`config.mk`:
```
export PLATFORM = sky130hd
export DESIGN_NAME = double_to_int_saturating_convert
export DESIGN_NICKNAME = d
export VERILOG_FILES = /design/src/hdl/dtoi_pkg.sv /design/src/hdl/dtoi_round.sv /design/src/hdl/double_to_int_saturating_convert.sv
export SDC_FILE = /design/constraint.sdc
export NUM_CORES = 1
export LEC_CHECK = 0
export ABC_AREA = 1
export BUFFER_PORTS_ARGS = -buffer_cell sky130_fd_sc_hd__buf_2
export CORE_MARGIN = 10
export CORE_UTILIZATION = 50
export DETAILED_ROUTE_END_ITERATION = 12
export PLACE_DENSITY = 0.66
export SKIP_CTS_REPAIR_TIMING = 1
export SLEW_MARGIN = 15
export SYNTH_ARGS = -nofsm -noshare
export SYNTH_HDL_FRONTEND = slang
export SYNTH_SLANG_ARGS = --single-unit
```
`constraint.sdc`:
```
create_clock -name clock -period 16.48 [get_ports clock]
set_input_delay 1.648 -clock clock [delete_from_list [all_inputs] [get_ports clock]]
set_output_delay 1.648 -clock clock [all_outputs]
set_load 0.005 [all_outputs]
```
`src/hdl/dtoi_pkg.sv`:
```
// Package for the double to integer converter: type codes and the stage record.
// No dependencies.
package dtoi_pkg;
   localparam logic [3:0] TYPE_INT8    = 4'd0;
   localparam logic [3:0] TYPE_INT16   = 4'd1;
   localparam logic [3:0] TYPE_INT32   = 4'd2;
   localparam logic [3:0] TYPE_INT64   = 4'd3;
   localparam logic [3:0] TYPE_UINT8   = 4'd4;
   localparam logic [3:0] TYPE_UINT16  = 4'd5;
   localparam logic [3:0] TYPE_UINT32  = 4'd6;
   localparam logic [3:0] TYPE_UINT64  = 4'd7;
   localparam logic [3:0] TYPE_LOGICAL = 4'd8;

   typedef struct packed {
      logic        neg;
      logic        nan;
      logic        big;
      logic        nonzero;
      logic [3:0]  ttype;
   } ctl_type;
endpackage

```
`src/hdl/dtoi_round.sv`:
```
// Two-stage magnitude rounding of a binary64 value, half away from zero.
// Depends on dtoi_pkg.
module dtoi_round import dtoi_pkg::*; (
   input  logic        clock,
   input  logic        reset,
   input  logic        advance,
   input  logic        in_valid,
   input  logic [63:0] in_bits,
   input  logic [3:0]  in_type,
   output logic        out_valid,
   output ctl_type     out_ctl,
   output logic [63:0] out_mag
);
   logic        v1_ff, v2_ff;
   ctl_type     c1_ff, c1_in, c2_ff;
   logic [10:0] e1_ff;
   logic [52:0] m1_ff;
   logic [63:0] mag2_ff, mag_in;
   logic [10:0] e;
   logic [5:0]  sh;
   logic [63:0] wide;
   logic [53:0] ext;

   // Stage one: decode the fields.
   always_comb begin
      e = in_bits[62:52];
      c1_in.neg = in_bits[63];
      c1_in.nan = (e == 11'h7FF) && (in_bits[51:0] != 52'd0);
      c1_in.big = (e == 11'h7FF) || (e >= 11'd1087);
      c1_in.nonzero = in_bits[62:0] != 63'd0;
      c1_in.ttype = in_type;
   end

   // Stage two: align the significand and add the rounding bit.
   always_comb begin
      wide = 64'd0;
      sh = 6'd0;
      ext = 54'd0;
      mag_in = 64'd0;
      if (e1_ff < 11'd1022) begin
         mag_in = 64'd0;
      end else if (e1_ff >= 11'd1075) begin
         wide = {11'd0, m1_ff};
         sh = 6'(e1_ff - 11'd1075);
         mag_in = wide << sh;
      end else begin
         // Keep one fraction bit, then add it to the integer part.
         sh = 6'(11'd1075 - e1_ff);
         ext = {m1_ff, 1'b0} >> sh;
         mag_in = {11'd0, ext[53:1]} + {63'd0, ext[0]};
      end
   end

   always_ff @(posedge clock) begin
      if (reset) begin
         v1_ff <= 1'b0;
         v2_ff <= 1'b0;
      end else if (advance) begin
         v1_ff <= in_valid;
         v2_ff <= v1_ff;
      end
      if (advance) begin
         c1_ff <= c1_in;
         e1_ff <= e;
         m1_ff <= {1'b1, in_bits[51:0]};
         c2_ff <= c1_ff;
         mag2_ff <= mag_in;
      end
   end

   assign out_valid = v2_ff;
   assign out_ctl = c2_ff;
   assign out_mag = mag2_ff;
endmodule

```
`src/hdl/double_to_int_saturating_convert.sv`:
```
// Top level of the double to integer saturating converter.
// Depends on dtoi_pkg and dtoi_round.
//
// Usage:
//   The req_ channel carries one binary64 word per cycle unless req_stall is high; the rsp_ channel
//   returns the integer word with saturated and was_nan flags. csr_ selects
//   the target type (0..3 int, 4..7 uint, 8 logical), written while idle.
// Pipeline: three stages (decode, align and round, clip); an accepted word is
//   registered in each stage in turn, and rsp_valid rises once it sits in
//   the clip stage register.
// Throughput: one word per cycle while rsp_stall does not freeze the pipeline.
// Stall: when rsp_stall holds a valid result the whole pipeline freezes;
//   req_stall is then high so no word is lost or repeated. Bubbles inside
//   the pipeline stay in place while it is frozen.
// Reset: synchronous; clears the valid bits and sets the type to int8.
module double_to_int_saturating_convert import dtoi_pkg::*; (
   input  logic        clock,
   input  logic        reset,
   input  logic        req_valid,
   output logic        req_stall,
   input  logic [63:0] req_value_bits,
   output logic        rsp_valid,
   input  logic        rsp_stall,
   output logic [63:0] rsp_result_bits,
   output logic        rsp_saturated,
   output logic        rsp_was_nan,
   input  logic        csr_write,
   input  logic [3:0]  csr_wdata
);
   logic [3:0]  type_ff;
   logic        advance;
   logic        rv;
   ctl_type     rc;
   logic [63:0] rmag;
   logic        v3_ff;
   logic [63:0] res3_ff, res_in;
   logic        sat3_ff, sat_in, nan3_ff, nan_in;
   logic [63:0] lim, maxv;
   logic [1:0]  wsel;

   // Freeze only when an output result waits.
   assign advance = !(v3_ff && rsp_stall);
   assign req_stall = !advance;

   always_ff @(posedge clock) begin
      if (reset) begin
         type_ff <= TYPE_INT8;
      end else if (csr_write) begin
         type_ff <= csr_wdata;
      end
   end

   dtoi_round u_round (
      .clock(clock), .reset(reset), .advance(advance),
      .in_valid(req_valid), .in_bits(req_value_bits), .in_type(type_ff),
      .out_valid(rv), .out_ctl(rc), .out_mag(rmag)
   );

   // Stage three: clip to the target range.
   always_comb begin
      wsel = rc.ttype[1:0];
      lim = 64'd1 << ((7'd8 << wsel) - 7'd1);
      maxv = (rc.ttype == TYPE_UINT64) ? '1 : ((64'd1 << (7'd8 << wsel)) - 64'd1);
      res_in = 64'd0;
      sat_in = 1'b0;
      nan_in = 1'b0;
      if (rc.ttype == TYPE_LOGICAL) begin
         res_in = {63'd0, rc.nonzero};
      end else if (rc.ttype < TYPE_LOGICAL) begin
         if (rc.nan) begin
            nan_in = 1'b1;
         end else if (rc.ttype <= TYPE_INT64) begin
            if (rc.neg) begin
               if (rc.big || rmag > lim) begin
                  sat_in = 1'b1;
                  res_in = 64'd0 - lim;
               end else begin
                  res_in = 64'd0 - rmag;
               end
            end else if (rc.big || rmag > lim - 64'd1) begin
               sat_in = 1'b1;
               res_in = lim - 64'd1;
            end else begin
               res_in = rmag;
            end
         end else begin
            if (rc.neg) begin
               sat_in = rc.big || (rmag != 64'd0);
            end else if (rc.big || rmag > maxv) begin
               sat_in = 1'b1;
               res_in = maxv;
            end else begin
               res_in = rmag;
            end
         end
      end
   end

   always_ff @(posedge clock) begin
      if (reset) begin
         v3_ff <= 1'b0;
      end else if (advance) begin
         v3_ff <= rv;
      end
      if (advance) begin
         res3_ff <= res_in;
         sat3_ff <= sat_in;
         nan3_ff <= nan_in;
      end
   end

   assign rsp_valid = v3_ff;
   assign rsp_result_bits = res3_ff;
   assign rsp_saturated = sat3_ff;
   assign rsp_was_nan = nan3_ff;
endmodule
```
After elaboration in Yosys (flattened, before gate mapping):

Cells that the tools add are included.

* bits in registers: 216
* bits of input ports: 73
* output and inout port bits: 68
* word-level logic and storage cells: 76

* shift-type cells: 5
* add/subtract/negate cells: 8
* equal/unequal tests: 3
* order comparisons: 8
* multiplexer cells: 18
* bitwise logic cells: 1
* reductions and logical operators: 12

Operator list (count)
* $mux W64: 8
* $gt A64 B64 Y1: 3
* $shl A1 B7 Y64 const A: 2
* $sub A1 B64 Y64 const A: 2
* $sub A64 B1 Y64 const B: 2
* $reduce_bool A64 Y1: 1
* $shl A53 B6 Y64: 1
* $reduce_bool A63 Y1: 1
* $add A53 B1 Y54: 1
* $shr A54 B6 Y54: 1
* $reduce_bool A52 Y1: 1
* $ge A11 B11 Y1 const B: 2
* $eq A11 B11 Y1 const B: 1
* $lt A11 B10 Y1 const B: 1
* $mux W1: 10
* $shl A4 B2 Y7 const A: 1
* $sub A7 B1 Y7 const B: 1
* $sub A6 B6 Y6 const A: 1
* $sub A6 B6 Y6 const B: 1
* $logic_or A1 B1 Y1: 5
* $eq A4 B3 Y1 const B: 1
* $eq A4 B4 Y1 const B: 1
* $le A4 B2 Y1 const B: 1
* $lt A4 B4 Y1 const B: 1
* 4 further kinds: 5

Logic depth before layout (Yosys ltp):

Gate-level depths: netlist of the first run.

* word-level depth: 12
* mapped depth: 32

By module:

A second synthesis of the first run with hierarchy kept.

* cells, all modules: 3844
* area, all modules: 24896.4 um^2

Modules (own cells, without submodules)
* dtoi_round: cells an instance 2203, area each 14498.9 um^2, sequential area each 4334.2 um^2, instances 1
* double_to_int_saturating_convert: cells an instance 1641, area each 10397.5 um^2, sequential area each 2082.0 um^2, instances 1

Worst setup path after synthesis of the first run:

No wires, ideal clock.

* path type: input port to output port
* from: input rsp_stall
* to: output req_stall
* data arrival time: 6.699 ns
* data required time: 14.832 ns
* slack: 8.133 ns
* cell stages on the path: 2
* path through: nand2_1 > inv_1

* longest elaborated chain between the ends: 1

Ends and longest elaborated chain
* start: declaration: line double_to_int_saturating_convert.sv:23 `input logic rsp_stall,`
* $logic_and A1 B1 Y1: line double_to_int_saturating_convert.sv:42 `assign advance = !(v3_ff && rsp_stall);`
* end: declaration: line double_to_int_saturating_convert.sv:20 `output logic req_stall,`

No other way between the ends.

Worst setup path in the final report of the first run:

* from: register u_round.e1_ff[2]
* to: register u_round.mag2_ff[26] (netlist: u_round.out_mag[26]), data pin

* longest elaborated chain between the ends: 4

Ends and longest elaborated chain
* start: declaration: line dtoi_round.sv:16 `logic [10:0] e1_ff;`
* start signal: assignment: line dtoi_round.sv:64 `e1_ff <= e;`
* $sub A6 B6 Y6: line dtoi_round.sv:48 `sh = 6'(11'd1075 - e1_ff);`
* $shr A54 B6 Y54: line dtoi_round.sv:49 `ext = {m1_ff, 1'b0} >> sh;`
* $add A53 B1 Y54: line dtoi_round.sv:50 `mag_in = {11'd0, ext[53:1]} + {63'd0, ext[0]};`
* $mux W64: line dtoi_round.sv:42 `end else if (e1_ff >= 11'd1075) begin`
* end signal: assignment: line dtoi_round.sv:67 `mag2_ff <= mag_in;`
* end: declaration: line dtoi_round.sv:18 `logic [63:0] mag2_ff, mag_in;`

Parallel ways exist; a longest one is shown, timed or not.
A chain may end at the register's enable or synchronous reset.

==> results of run 1 <==
[synthesized netlist by cell type (29+ instances only)]
cell type / instances
buf_1: 30
buf_2: 50
nor2_1: 344
o21ai_1: 57
nand3_1: 319
nand2_1: 1217
o21ai_0: 265
inv_2: 38
ha_1: 103
o211ai_1: 109
inv_1: 307
nor2_2: 39
nand2_2: 29
clkbuf_1: 95
nand4_1: 56
a21oi_1: 225
edfxtp_1: 209
[registers in the layout, summed over array words and instances (netlist names)]
signal / cells
rsp_result_bits: 64
u_round.c1_ff: 8
u_round.v1_ff: 1
u_round.m1_ff: 52
rsp_was_nan: 1
u_round.out_mag: 64
u_round.out_ctl: 8
u_round.out_valid: 1
type_ff: 4
u_round.e1_ff: 11
rsp_valid: 1
rsp_saturated: 1
[cells by family after synthesis]
| group | Yosys count | synth area share |
|---|---|---|
| compound gates | 761 | 0.184 |
| other cells | 1 | 0.000157 |
| buf+inv | 542 | 0.0927 |
| flops | 216 | 0.268 |
| fa+ha+maj | 103 | 0.0538 |
| simple gates | 2119 | 0.381 |
| xor+xnor | 28 | 0.0105 |
| mux | 25 | 0.0104 |
[cell usage in the layout (no fill, tap or decap), types with 27 or more instances in the layout]
cell      synthesis  final
nand2_1        1217   1215
nor2_1          344    342
nand3_1         319    319
inv_1           307    307
o21ai_0         265    265
a21oi_1         225    225
edfxtp_1        209    209
buf_2            50    140
o211ai_1        109    109
ha_1            103    103
o21ai_1          57     57
nand4_1          56     56
inv_2            38     38
nor2_2           39     38
buf_4             8     34
nand2_2          29     30
nor3_1           27     27
nor4_1           27     27
[routing by layer]
metal  GRT usage  vias to the layer above
li1            -                    12811
met1       0.367                    11732
met2       0.508                     1150
met3      0.0380                      293
met4       0.210                        0
met5           0                        -
[power groups by stage]
stage / combinational (uW) / sequential [uW] / clock [uW]
finish: 1460 / 797 / 612
global route: 1620 / 806 / 639
CTS: 1440 / 794 / 625
detailed placement: 1430 / 805 / 0
global placement: 1430 / 804 / 0
floorplan: 1020 / 776 / 0
[critical path, stage by stage (launching register included)]
cell and delay (ns):
edfxtp_1 0.40, inv_2 0.66, ha_1 0.34, nor2_1 0.06, or2_2 0.29, buf_4 0.31
inv_1 0.44, buf_4 0.36, nand2_1 0.08, nand2_1 0.10, nor2_1 0.05, a31oi_1 0.17
ha_1 0.34, ha_1 0.27, inv_1 0.10, nor2_4 0.14, inv_2 0.06, nor2_4 0.11
nand2_2 0.09, nor2_1 0.24, nand2_1 0.10, xor2_1 0.15, nand2_1 0.06, a21oi_1 0.07
[final cells by class]
| class | count | area, sq um |
|---|---|---|
| Timing Repair Buffer | 174 | 956 |
| Sequential cell | 216 | 6420 |
| Fill cell | 4925 | 21800 |
| Tap cell | 615 | 769 |
| Inverter | 347 | 1300 |
| Multi-Input combinational cell | 3037 | 15400 |
| Clock inverter | 16 | 210 |
| Clock buffer | 32 | 703 |
[metrics by stage]
step / util / area [sq um] / hold slack (ns)
2_1_floorplan: - / 24000 / 0.400
3_3_place_gp: 0.523 / 24900 / 0.403
3_5_place_dp: 0.523 / 24900 / 0.405
4_1_cts: 0.542 / 25800 / 0.417
5_1_grt: 0.542 / 25800 / 0.426
6_report: 0.542 / 25800 / 0.415
[worst paths after layout]
check / endpoint / slack [ns] / from / cells after the start
setup / recovery: u_round.out_mag[26] / 11.21 / u_round.e1_ff[2] / 23
hold / removal: u_round.out_ctl[5] / 0.41 / u_round.c1_ff[5] / 0
setup reg to reg: u_round.out_mag[26] / 11.21 / u_round.e1_ff[2] / 23
hold reg to reg: u_round.out_ctl[5] / 0.41 / u_round.c1_ff[5] / 0
==> results.toml, run 1 <==
[outcome]
run_status = "finished, final reports clean"

[sta]
max_slew_margin = 0.309
post-route-worst-setup-slack_ns = 11.21
fin_crit_ns = 5.27
finalHoldViolCount = 0
final.setup_skew_ns = 0.0241
tightest_slew_ns = 1.03
tns_ns = 0
timing.final.crit_share = 0.320
setup_viol = 0
rsz0062_at_grt = "false"
slew_violations = 0
fmax_mhz = 190

[power_and_ir_drop]
vdd_ir_drop_max_mv = 0.0915
power_switching_uw = 1360
finalPower_uw = 2870
clkPwrFrac = 0.213
p_int_uw = 1510
combPwrFrac = 0.509
swShare = 0.474
seq_power_share = 0.277
leakagePower_uw = 0.0118
power.density_nw_per_um2 = 111

[synthesis]
synthTopCellsByArea = "edfxtp_1 26%, nand2_1 19%, nand3_1 6.7%, o21ai_0 5.5%, nor2_1 5.4%"
yosys.area.top_type_share = 0.262
synth_top_cell_by_area = "edfxtp_1"
syn_inst = 3795
synth_edf_count = 209
synth.distinct_cells = 65
ys.flop_type = "edfxtp_1"
seq_area_frac_synth = 0.268
async_flop_share = 0
synth_warnings = 0
synth_area_per_cell_sq_um = 6.31
ys_ff_latch = 216
synth_nets = 3971
syn_area_sq_um = 24000

[worst_setup_path]
critical_path.max_fanout = 56
crit_type = "reg -> reg"
required_ns = 16.79
worstPathArrival_ns = 5.57
worstSetupEndpointType = "flop"
worstSetupStartpointType = "flop"

[routing]
avgRoutedWirePerCell_um = 20.4
drt-initial-drc-count = 2676
first_pass_iters = 6
topRoutingLayerUsed = "met4"
wl_met1_um = 35700
drtAntennaViolNets = 0
vias_per_cell = 5.86
wl_met2_um = 41800
vias = 25986
met3WireLength_um = 5970
drc = 0
drt-total-wl_um = 90400

[global_route]
grt_usage = 0.307
grt_pass1_vias = 23713
grt_max_degree = 103
grt_pass1_wl_um = 137000
antenna_found_initial = 0
grt_overflow = 0

[floorplanning]
die_h_um = 239
dieArea_sq_um = 57100
pin_count = 141
die_w_um = 239
core_sq_um = 47500
row_count = 80
start_util = 0.504

[clocking]
cts_tree = "yes"
clock-sinks = 216
path_clk_slew_ns = 0.06
cts-buffers-inserted = 26
clk_path_buf_depth = 3
htreeDepth = 1
clk_latency_ns = 0.59
clockRootBuffer = "clkbuf_16"

[flow_run]
cap_viol_max_count = 0

[placed_design]
dpl_worst_slack_ns = 11.31
dp_cells = 4389
hpwl_um = 70000
port_buffers = 140
gp_congestion = 1.04

[cells_and_area]
layout-drive-gt1-share = 0.102
area_growth_pct = 7.57
instances_no_fill = 4437
nNetsFinal = 3978
diodes = 0

[hold_path]
hp-class = "reg -> reg"
(Power assumes the default switching activity.)
==> run 2, diff against run 1 <==
--- a/config.mk
+++ b/config.mk
@@ -10,7 +10,7 @@
 export CORE_MARGIN = 10
 export CORE_UTILIZATION = 50
 export DETAILED_ROUTE_END_ITERATION = 12
-export PLACE_DENSITY = 0.66
+export PLACE_DENSITY = 0.68
 export SKIP_CTS_REPAIR_TIMING = 1
 export SLEW_MARGIN = 15
 export SYNTH_ARGS = -nofsm -noshare
==> constraint.sdc (replaced) <==
create_clock -name clock -period 4.4 [get_ports clock]
set_input_delay 0.44 -clock clock [delete_from_list [all_inputs] [get_ports clock]]
set_output_delay 0.44 -clock clock [all_outputs]
set_load 0.005 [all_outputs]
==> run 2 against run 1 <==
Net effect: combinational power rose to 4.0 times the previous value; routed wire length up 5.2%; clock power rose to 3.6 times the previous value; die area unchanged; clock skew down 0.0098 ns; sequential cell count unchanged; count of clock-buffer cells in the layout down 2; critical path depth down 5; maximum frequency up 26%; global-route usage up 1.6 points.
==> results.toml, run 2 (synthesis results as in run 1) <==
[power_and_ir_drop]
vdd_ir_drop_max_mv = 0.384
leakagePower_uw = 0.0121
power.density_nw_per_um2 = 419

[placed_design]
port_buffers = 140
dp_cells = 4453
placed_area_sq_um = 25600
gp_congestion = 1.08
hpwl_um = 75500

[routing]
drc = 0
vias = 26521
avgRoutedWirePerCell_um = 21.1
first_pass_iters = 6
drt-initial-drc-count = 2971
vias_per_cell = 5.89
drtAntennaViolNets = 0
drt-total-wl_um = 95100

[clocking]
htreeDepth = 1
cts-buffers-inserted = 26
clock-sinks = 216
clk_latency_ns = 0.59
clk_path_buf_depth = 3
cts_tree = "yes"
path_clk_slew_ns = 0.06
clockRootBuffer = "clkbuf_16"

[worst_setup_path]
worstSetupStartpointType = "flop"
worstSetupEndpointType = "flop"
crit_top_cell = "nand2_1"
critical_path.slowest_cell = "inv_2"
crit_path_max_incr_delay_ns = 0.51
crit_type = "reg -> reg"
critical_path.max_fanout = 36
required_ns = 4.70
worstPathArrival_ns = 4.47
cp_cell_sequence = "inv_2 -> buf_4 -> mux2i_1 -> nand2_1 -> nand2_1 -> nand2_1 -> nand2_1 -> nand2_1 -> nor2_2 -> nand2_1 -> nor2_1 -> nand3b_1 -> nor2_1 -> nand3b_1 -> o21ai_0 -> nand2_1 -> nand2_1 -> a21oi_1"

[cells_and_area]
postLayoutCoreUtil = 0.556
mostFrequentLayoutCell = "nand2_1"
area_growth_pct = 10.4
fin_area_sq_um = 26400
instances_no_fill = 4501
layout-drive-gt1-share = 0.116
fillerInstances = 4791
nNetsFinal = 4043
layout_common_cells = "1215 x nand2_1, 342 x nor2_1, 319 x nand3_1"
diodes = 0

[sta]
final.setup_skew_ns = 0.0143
slew_violations = 0
fin_crit_ns = 4.17
max_slew_margin = 0.239
setup_viol = 0
timing.final.crit_share = 0.947
fmax_mhz = 240
tns_ns = 0
finalHoldViolCount = 0
timing.hold.ws_ns = 0.0301
tightest_slew_ns = 1.14

[global_route]
grt_max_degree = 101
antenna_found_initial = 0
grt_pass1_wl_um = 144000
grt_pass1_vias = 24589
grt_usage = 0.323
grt_overflow = 0

[floorplanning]
row_count = 80
pin_count = 141
die_w_um = 239
core_sq_um = 47500
start_util = 0.504
dieArea_sq_um = 57100
die_h_um = 239

[flow_run]
cap_viol_max_count = 0

[hold_path]
hp-class = "in -> reg"

[outcome]
run_status = "finished, final reports clean"
## run 2: final cells by class
type	instances	area, sq um	area share
multi-input cells	3037	15400	0.584
clock buffers	30	676	0.0256
well taps	615	769	0.0291
repair buffers	239	1660	0.0627
clock inverters	17	190	0.00719
inverters	347	1300	0.0493
flip-flops and latches	216	6420	0.243
## run 2: report_power, final
part | internal (uW) | switching [uW]
clock network | 1280 | 942
registers | 2650 | 329
logic | 1840 | 4050
## run 2: path summary, 6_finish.rpt
check,depth (start not counted),start,end,slack (ns)
worst max-delay path,18,u_round.e1_ff[1],u_round.out_mag[50],0.23
worst max register to register,18,u_round.e1_ff[1],u_round.out_mag[50],0.23
worst min register to register,0,u_round.c1_ff[2],u_round.out_ctl[2],0.41
worst min-delay path,1,req_value_bits[63],u_round.c1_ff[7],0.03
## run 2: layer usage
layer | share of wire | global-route usage
met1 | 0.39 | 0.380
met2 | 0.46 | 0.540
met3 | 0.071 | 0.0450
met4 | 0.076 | 0.220
met5 | 0 | 0
## run 2: worst max-delay path: cells and delay by family, from the launching register on
family	cells	cell delay, ns
simple gates	13	1.97
mux	1	0.30
compound gates	2	0.37
flops	1	0.46
buf+inv	2	0.82
## run 2: metrics by stage
stage / power (uW) / setup WS [ns]
detailed placement: 8750 / 0.363
floorplan: 6730 / 0.186
global route: 11800 / -0.00576
CTS: 11000 / 0.348
global placement: 8750 / 0.422
finish: 11100 / 0.232
